## config.mk

```make
export PLATFORM = sky130hd
export DESIGN_NAME = irsa_ctrl
export DESIGN_NICKNAME = d
export VERILOG_FILES = /design/src/design/irsa_pkg.sv /design/src/design/irsa_ctrl.sv
export SDC_FILE = /design/constraint.sdc
export NUM_CORES = 1
export LEC_CHECK = 0
export ABC_AREA = 1
export BUFFER_PORTS_ARGS = -buffer_cell sky130_fd_sc_hd__buf_2
export CAP_MARGIN = 15
export CORE_AREA = 4 4 41 43
export CTS_BUF_LIST = sky130_fd_sc_hd__clkbuf_4
export DETAILED_ROUTE_END_ITERATION = 12
export DIE_AREA = 0 0 45 47
export PLACE_DENSITY_LB_ADDON = 0.2
export SETUP_SLACK_MARGIN = 0.1
export SLEW_MARGIN = 10
export SYNTH_ARGS = -nofsm -noshare
export SYNTH_HDL_FRONTEND = slang
export SYNTH_SLANG_ARGS = --single-unit
export TNS_END_PERCENT = 10
```

## constraint.sdc

```tcl
create_clock -name i_clk -period 1.4 [get_ports i_clk]
set_input_delay 0.07 -clock i_clk [delete_from_list [all_inputs] [get_ports i_clk]]
set_output_delay 0.07 -clock i_clk [all_outputs]
set_load 0.05 [all_outputs]
```

## src/design/irsa_pkg.sv

```systemverilog
// Shared types, codes, constants and helper functions of the integer RPN stack ALU.
package irsa_pkg;

    localparam int DATA_W = 64;
    localparam int OP_W   = 5;
    localparam int SLOT_W = 2;
    localparam int ST_W   = 3;
    localparam int WC_W   = 2;
    localparam int IN_W   = 72;

    localparam logic [WC_W-1:0]   WC_RESET  = 2'd3;
    localparam logic [SLOT_W-1:0] SLOT_LAST = 2'd2;

    // Operation codes carried in the low bits of the input word.
    typedef enum logic [OP_W-1:0] {
        OP_PUSH   = 5'd0,
        OP_ADD    = 5'd1,
        OP_SUB    = 5'd2,
        OP_MUL    = 5'd3,
        OP_DIV    = 5'd4,
        OP_REM    = 5'd5,
        OP_SHR    = 5'd6,
        OP_SHL    = 5'd7,
        OP_AND    = 5'd8,
        OP_OR     = 5'd9,
        OP_XOR    = 5'd10,
        OP_NOT    = 5'd11,
        OP_NEG    = 5'd12,
        OP_RECIP  = 5'd13,
        OP_SQRT   = 5'd14,
        OP_FRAC   = 5'd15,
        OP_INT    = 5'd16,
        OP_CLEAR  = 5'd17,
        OP_DROP   = 5'd18,
        OP_DUP    = 5'd19,
        OP_LASTX  = 5'd20,
        OP_SWAP   = 5'd21,
        OP_STORE  = 5'd22,
        OP_RECALL = 5'd23
    } t_op;

    // Status codes reported with every result word.
    typedef enum logic [ST_W-1:0] {
        ST_OK      = 3'd0,
        ST_FEW     = 3'd1,
        ST_DIV0    = 3'd2,
        ST_NEGROOT = 3'd3,
        ST_FULL    = 3'd4
    } t_status;

    // Modes of the multi-cycle arithmetic unit.
    typedef enum logic [1:0] {
        IM_MUL  = 2'd0,
        IM_DIV  = 2'd1,
        IM_SQRT = 2'd2
    } t_imode;

    // Commands from the controller to the datapath.
    typedef struct packed {
        logic accept;
        logic rd_second;
        logic cap_x;
        logic cap_y;
        logic oper;
        logic iter_latch;
        logic commit;
        logic swap2;
    } t_ctl_cmd;

    // Status from the datapath to the controller.
    typedef struct packed {
        logic need_iter;
        logic iter_done;
        logic out_free;
        logic swap_ok;
    } t_dp_sts;

    // Mask a word to the selected width and sign-extend it back to 64 bits.
    function automatic logic [DATA_W-1:0] sx(input logic [DATA_W-1:0] v,
                                             input logic [WC_W-1:0] code);
        logic [DATA_W-1:0] r;
        case (code)
            2'd0:    r = {{56{v[7]}}, v[7:0]};
            2'd1:    r = {{48{v[15]}}, v[15:0]};
            2'd2:    r = {{32{v[31]}}, v[31:0]};
            default: r = v;
        endcase
        return r;
    endfunction

    // Word width in bits for a width code.
    function automatic logic [6:0] width_bits(input logic [WC_W-1:0] code);
        return 7'd8 << code;
    endfunction

endpackage

```

## src/design/irsa_ctrl.sv

```systemverilog
// Controller state machine that sequences reads, execution, iteration and write-back.
module irsa_ctrl import irsa_pkg::*; (
    input  logic     i_clk,
    input  logic     i_rst_n,
    input  logic     i_s_tvalid,
    output logic     o_s_tready,
    input  t_dp_sts  i_sts,
    output t_ctl_cmd o_cmd
);

    typedef enum logic [6:0] {
        S_IDLE   = 7'b0000001,
        S_GETX   = 7'b0000010,
        S_GETY   = 7'b0000100,
        S_OPER   = 7'b0001000,
        S_ITER   = 7'b0010000,
        S_COMMIT = 7'b0100000,
        S_SWAP2  = 7'b1000000
    } t_state;

    t_state r_state, n_state;

    // State register.
    always_ff @(posedge i_clk) begin
        if (!i_rst_n) begin
            r_state <= S_IDLE;
        end else begin
            r_state <= n_state;
        end
    end

    // Next state and command decode.
    always_comb begin
        n_state    = r_state;
        o_cmd      = '0;
        o_s_tready = 1'b0;
        unique case (r_state)
            S_IDLE: begin
                o_s_tready = 1'b1;
                if (i_s_tvalid) begin
                    o_cmd.accept = 1'b1;
                    n_state      = S_GETX;
                end
            end
            S_GETX: begin
                o_cmd.cap_x     = 1'b1;
                o_cmd.rd_second = 1'b1;
                n_state         = S_GETY;
            end
            S_GETY: begin
                o_cmd.cap_y = 1'b1;
                n_state     = S_OPER;
            end
            S_OPER: begin
                o_cmd.oper = 1'b1;
                n_state    = i_sts.need_iter ? S_ITER : S_COMMIT;
            end
            S_ITER: begin
                if (i_sts.iter_done) begin
                    o_cmd.iter_latch = 1'b1;
                    n_state          = S_COMMIT;
                end
            end
            S_COMMIT: begin
                if (i_sts.out_free) begin
                    o_cmd.commit = 1'b1;
                    n_state      = i_sts.swap_ok ? S_SWAP2 : S_IDLE;
                end
            end
            S_SWAP2: begin
                o_cmd.swap2 = 1'b1;
                n_state     = S_IDLE;
            end
            default: begin
                n_state = S_IDLE;
            end
        endcase
    end

endmodule

```

After elaboration in Yosys (flattened, before gate mapping)
Cells that the tools add are included.
{"block": "word_totals", "regBits": 7, "input_bits": 7, "word_cells": 29}
{"block": "classes", "n_eq_ne": 10, "mux": 17, "n_reduce_logical": 1}
{"operator": "one-hot mux 7 bit (6 select lines)", "count": 1}
{"operator": "two-way mux 7 bit", "count": 4}
{"operator": "two-way mux 1 bit", "count": 10}
{"operator": "== test 7 x 1 -> 1 bit, second input constant", "count": 1}
{"operator": "== test 7 x 2 -> 1 bit, second input constant", "count": 1}
{"operator": "== test 7 x 3 -> 1 bit, second input constant", "count": 1}
{"operator": "== test 7 x 4 -> 1 bit, second input constant", "count": 1}
{"operator": "== test 7 x 5 -> 1 bit, second input constant", "count": 1}
{"operator": "== test 7 x 6 -> 1 bit, second input constant", "count": 1}
{"operator": "== test 7 bit, second input constant", "count": 1}
{"operator": "two-way mux 6 bit", "count": 1}
{"operator": "inequality test 2 bit, second input constant", "count": 3}
{"operator": "AND reduction 3 bit", "count": 1}
{"operator": "two-way mux 2 bit", "count": 1}

Depth between registers and ports, before layout
{"block": "logic_depth", "word_depth": 3, "depth_mapped": 10}

Worst setup path before layout
OpenSTA, ideal clock, no wires.
{"block": "synth_path", "path_kind": "flip-flop to output port", "from": "register r_state[0]", "to": "output port o_cmd[0] (netlist name)", "arrival_ns": 2.022, "required_ns": 1.330, "setup_slack_ns": -0.692, "path_stages_with_launch": 4, "path_buffers": 0, "cell_sequence": "dfxtp_1 > nor2_2 > nand2_4 > nor4_1"}
{"item": "start: declaration", "line": "irsa_ctrl.sv:21", "rtl": "t_state r_state, n_state;"}
{"item": "start signal: assignment", "line": "irsa_ctrl.sv:28", "rtl": "r_state <= n_state;"}
{"item": "end: declaration", "line": "irsa_ctrl.sv:8", "rtl": "output t_ctl_cmd o_cmd"}

==> impl_table.tex <==
\begin{tabular}{lr}
\hline
Metric & Value \\
\hline
\multicolumn{2}{l}{\textbf{Floorplanning}} \\
\quad Die Area & 0.002115 sq mm \\
\quad Top-level I/O count & 16 \\
\quad Initial core utilization & 0.3750 \\
\quad Die Span X & between 40 and 50 um \\
\quad Std-Cell Core Area & between 0.001 and 0.0015 sq mm \\
\quad Number of placement rows & 13 \\
\quad DIE HEIGHT & roughly 47 um \\
\multicolumn{2}{l}{\textbf{GRT}} \\
\quad Initial antenna violation count & 0 \\
\quad Maximum number of pins on one net before global-route repair & 7 \\
\quad Via count of the first global-routing pass & between 400 and 500 \\
\quad GRT Util Overall & 0.1266 \\
\quad Total congestion overflow & 0 \\
\quad First-pass GRT wire length & between 1500 and 2000 um \\
\multicolumn{2}{l}{\textbf{Setup path}} \\
\quad Kind of cell adding the most delay to the critical path & simple AND/OR/NAND/NOR gates \\
\quad Cell chain of the critical path & inv\_1 -> nor2\_1 -> nand2\_2 -> nor2\_4 -> inv\_2 -> nor2\_2 -> buf\_6 \\
\quad CP Depth & 7 \\
\quad Critical path endpoint & o\_cmd[7] \\
\quad Setup slack on the worst flop-to-flop path & 0.05 ns \\
\quad Destination of the worst register-to-register timing path & r\_state[5] \\
\quad Maximum fanout along the worst path & 3 \\
\quad Endpoint class of the critical path & primary output \\
\quad CP Data Arrival Time & $\sim$1.3 ns \\
\quad Worst Path Buf+Inv & 3 \\
\quad Critical path required time & between 1 and 1.5 ns \\
\quad Number of cell instances on the worst register-to-register path & 12 \\
\quad CP max-delay cell & dfxtp\_2 \\
\quad Startpoint of the most critical setup path & r\_state[0] \\
\quad Reg-to-Reg Start & r\_state[0] \\
\quad Worst stage delay on the critical path & approximately 0.35 ns \\
\quad Worst setup SP type & flop \\
\quad Startpoint-to-endpoint class of the critical path & flop to primary output \\
\multicolumn{2}{l}{\textbf{CTS}} \\
\quad CTS sink cnt & 7 \\
\quad Worst-Skew Late Latency & approximately 0.26 ns \\
\quad Hold bufs inserted after CTS & 0 \\
\quad Clock tree from TritonCTS & built \\
\quad Buffer cell driving the clock tree root & clkbuf\_4 \\
\quad Clock buffers created by TritonCTS & 3 \\
\quad Maximum level of the CTS H-tree & 1 \\
\quad CTS max path bufs & 2 \\
\quad Clock slew at reported path FFs & approximately 0.05 ns \\
\multicolumn{2}{l}{\textbf{Place}} \\
\quad I/O Buffers & 15 \\
\quad Gp weighted congestion & between 0.7 and 0.8 \\
\quad Post-detailed-placement half-perimeter wirelength & a little under 900 um \\
\multicolumn{2}{l}{\textbf{Logic synthesis}} \\
\quad Largest area contributor in the netlist & dfxtp\_1 \\
\quad Commonest cells in the netlist & inv\_1 (15), nor2\_1 (12), nand2\_1 (11), dfxtp\_1 (7), nor2\_4 (5) \\
\quad Sequential cell area fraction in the yosys report & 0.2872 \\
\quad Post-synth design cell area & 488.0 sq um \\
\quad Synthesized area per cell & roughly 6.7 sq um \\
\quad Fraction of the mapped netlist area in compound gates & 0.03590 \\
\quad Area share of fa/ha/maj cells after synthesis & 0 \\
\quad Largest family of logic cells by synthesized area & simple AND/OR/NAND/NOR gates \\
\quad Primary flip-flop cell chosen by synthesis mapping & dfxtp\_1 \\
\quad Cells after synthesis & 73 \\
\quad Share of synthesized cell area in and, or, nand and nor gates & 0.5385 \\
\quad Count leader, synth & inv\_1 \\
\quad Count of flip-flops with a built-in enable after synthesis & 0 \\
\quad Largest cells by area after synthesis & dfxtp\_1 (29\%), inv\_1 (12\%), nor2\_4 (12\%) \\
\quad Ys async rst share & 0 \\
\quad Portion of netlist area occupied by mux cells & 0 \\
\quad Synth Net Count & 80 \\
\quad Count of cell types in the netlist & 15 \\
\quad Share of the synthesized area in the top cell type & 0.2872 \\
\quad Xor and xnor fraction of the mapped netlist area & 0 \\
\quad Number of warnings reported in the yosys synthesis log & 0 \\
\quad \#FFs+latches synth & 7 \\
\multicolumn{2}{l}{\textbf{Final layout}} \\
\quad Top flop regs & r\_state: 7 flops \\
\quad Relative area change from synthesis to final layout & 49.23\% \\
\quad Layout cell share with drive strength beyond 1 & 0.5729 \\
\quad Nets & between 100 and 150 \\
\quad Antenna diode count & 0 \\
\quad Largest register FFs & 7 \\
\quad Register name with the most flops & r\_state \\
\quad Number of filler cells placed in the layout & 136 \\
\multicolumn{2}{l}{\textbf{Route}} \\
\quad Routed len/inst & 10.13 um \\
\quad Final WL & between 1000 and 1500 um \\
\quad Total number of vias & around 500 \\
\quad Vias per inst & between 4 and 5 \\
\quad Initial drt markers & 0 \\
\quad Pre-antenna DRT Iters & 1 \\
\quad Post-route DRC violation count & 0 \\
\quad DRT antenna net count & 0 \\
\multicolumn{2}{l}{\textbf{Pwr}} \\
\quad Pwr dens & roughly 1800 mW/mm\^{}2 \\
\quad Worst voltage drop across the vdd grid & roughly 1000 uV \\
\quad Reported leakage power & around 0.34 nW \\
\quad Power, Total & between 1 and 1.5 mW \\
\multicolumn{2}{l}{\textbf{Timing}} \\
\quad Setup repair after global routing missed its margin & true \\
\quad Slew margin rel. & 0.8254 \\
\quad Aggregate negative setup slack & 0 ns \\
\quad Final Hold Violating Endpoints & 0 \\
\quad Final setup viols & 0 \\
\quad Max-slew violation count & 0 \\
\quad Slew @ Worst Pin & 0.2597 ns \\
\quad Shortest period the worst path allows & 1.384 ns \\
\quad Fin Clk Skew & $\sim$0.0037 ns \\
\quad FMAX & between 0.7 and 0.8 GHz \\
\quad Post-route clock period utilization & 0.9884 \\
\multicolumn{2}{l}{\textbf{Hold path}} \\
\quad Worst min-delay path class & input pin to flop \\
\multicolumn{2}{l}{\textbf{Status}} \\
\quad Result of the run & completed \\
\multicolumn{2}{l}{\textbf{Flow run}} \\
\quad Max-cap check violation count & 0 \\
\hline
\end{tabular}
[kinds of logic after synthesis]
kind of cell | Yosys count
simple gates | 46
buf+inv | 17
flops | 7
compound gates | 3
[worst min path at each step]
| stage | endpoint | from | slack, ns | depth (start not counted) |
|---|---|---|---|---|
| finish | r_state[6] | i_sts[0] | 0.06 | 3 |
| detailed placement | r_state[6] | i_sts[0] | 0.32 | 3 |
| global route | r_state[4] | i_sts[3] | 0.06 | 3 |
| global placement | r_state[6] | i_sts[0] | 0.32 | 3 |
| floorplan | r_state[6] | i_sts[0] | 0.21 | 2 |
| CTS | r_state[6] | i_sts[0] | 0.05 | 3 |
[per-layer routing]
| layer | GRT usage | up-vias | routed length, um |
|---|---|---|---|
| met5 | 0 | - | 0 |
| met4 | 0.1404 | 0 | 52 |
| met3 | 0.01149 | 5 | 63 |
| met2 | 0.2006 | 15 | 520 |
| met1 | 0.1416 | 219 | 488 |
| li1 | - | 263 | - |
[layout make-up]
type | instances | area, sq um | area share
multi-input cells | 49 | 315.3 | 0.4330
repair buffers | 20 | 155.1 | 0.2131
flip-flops and latches | 7 | 148.9 | 0.2045
inverters | 16 | 60.06 | 0.08247
clock buffers | 4 | 30.03 | 0.04124
well taps | 15 | 18.77 | 0.02577
[per-stage QoR]
| step | hold slack (ns) | instances | utilization | area [sq um] | setup slack [ns] |
|---|---|---|---|---|---|
| 2_1_floorplan | 0.2091 | 73 | - | 513.0 | -0.09716 |
| 3_3_place_gp | 0.3231 | 102 | 0.4606 | 599.3 | 0.1599 |
| 3_5_place_dp | 0.3243 | 102 | 0.4606 | 599.3 | 0.1673 |
| 4_1_cts | 0.05479 | 109 | 0.5308 | 690.7 | 0.02799 |
| 5_1_grt | 0.06405 | 111 | 0.5596 | 728.2 | -0.03550 |
| 6_report | 0.06332 | 111 | 0.5596 | 728.2 | 0.01627 |
[cell usage in the layout, fill, tap and decap left out]
cell type and count:
inv_1 12, nand2_1 11, nor2_2 8, buf_2 7, buf_4 7, nor2_4 6, nor2_1 6, buf_6 6
inv_2 4, nand2_2 4, clkbuf_4 4, dfxtp_2 4, nand2_4 3, nand3_1 3, nor3_1 3, a21oi_1 2
dfxtp_1 2, nor4_4 1, o31ai_1 1, nor4_1 1, dfxtp_4 1
[timing repair]
| action | in CTS | in global routing |
|---|---|---|
| endpoints found under the hold margin | 0 | 0 |
| gates resized for setup | 17 | 12 |
| cloned | 0 | 0 |
| buffers inserted | 3 | 2 |
| pin swaps | 5 | 4 |
| endpoints found under the setup margin | 9 | 13 |
[where the power goes]
part | internal (mW) | total (mW) | switching [mW]
Clock | 0.129 | 0.209 | 0.0808
Sequential | 0.244 | 0.292 | 0.0475
Combinational | 0.287 | 0.833 | 0.546
Total | 0.660 | 1.33 | 0.674
[worst reg2reg max path, stage by stage, from the launching register on]
cell,delay (ns)
dfxtp_2,0.35
inv_1,0.06
nor2_1,0.12
nand2_2,0.08
nor2_4,0.12
buf_4,0.12
buf_4,0.10
nand2_2,0.05
nand2_2,0.07
inv_2,0.05
nand2_4,0.06
nor2_2,0.04
nor2_2,0.07
Power figures use the tool's default switching activity.
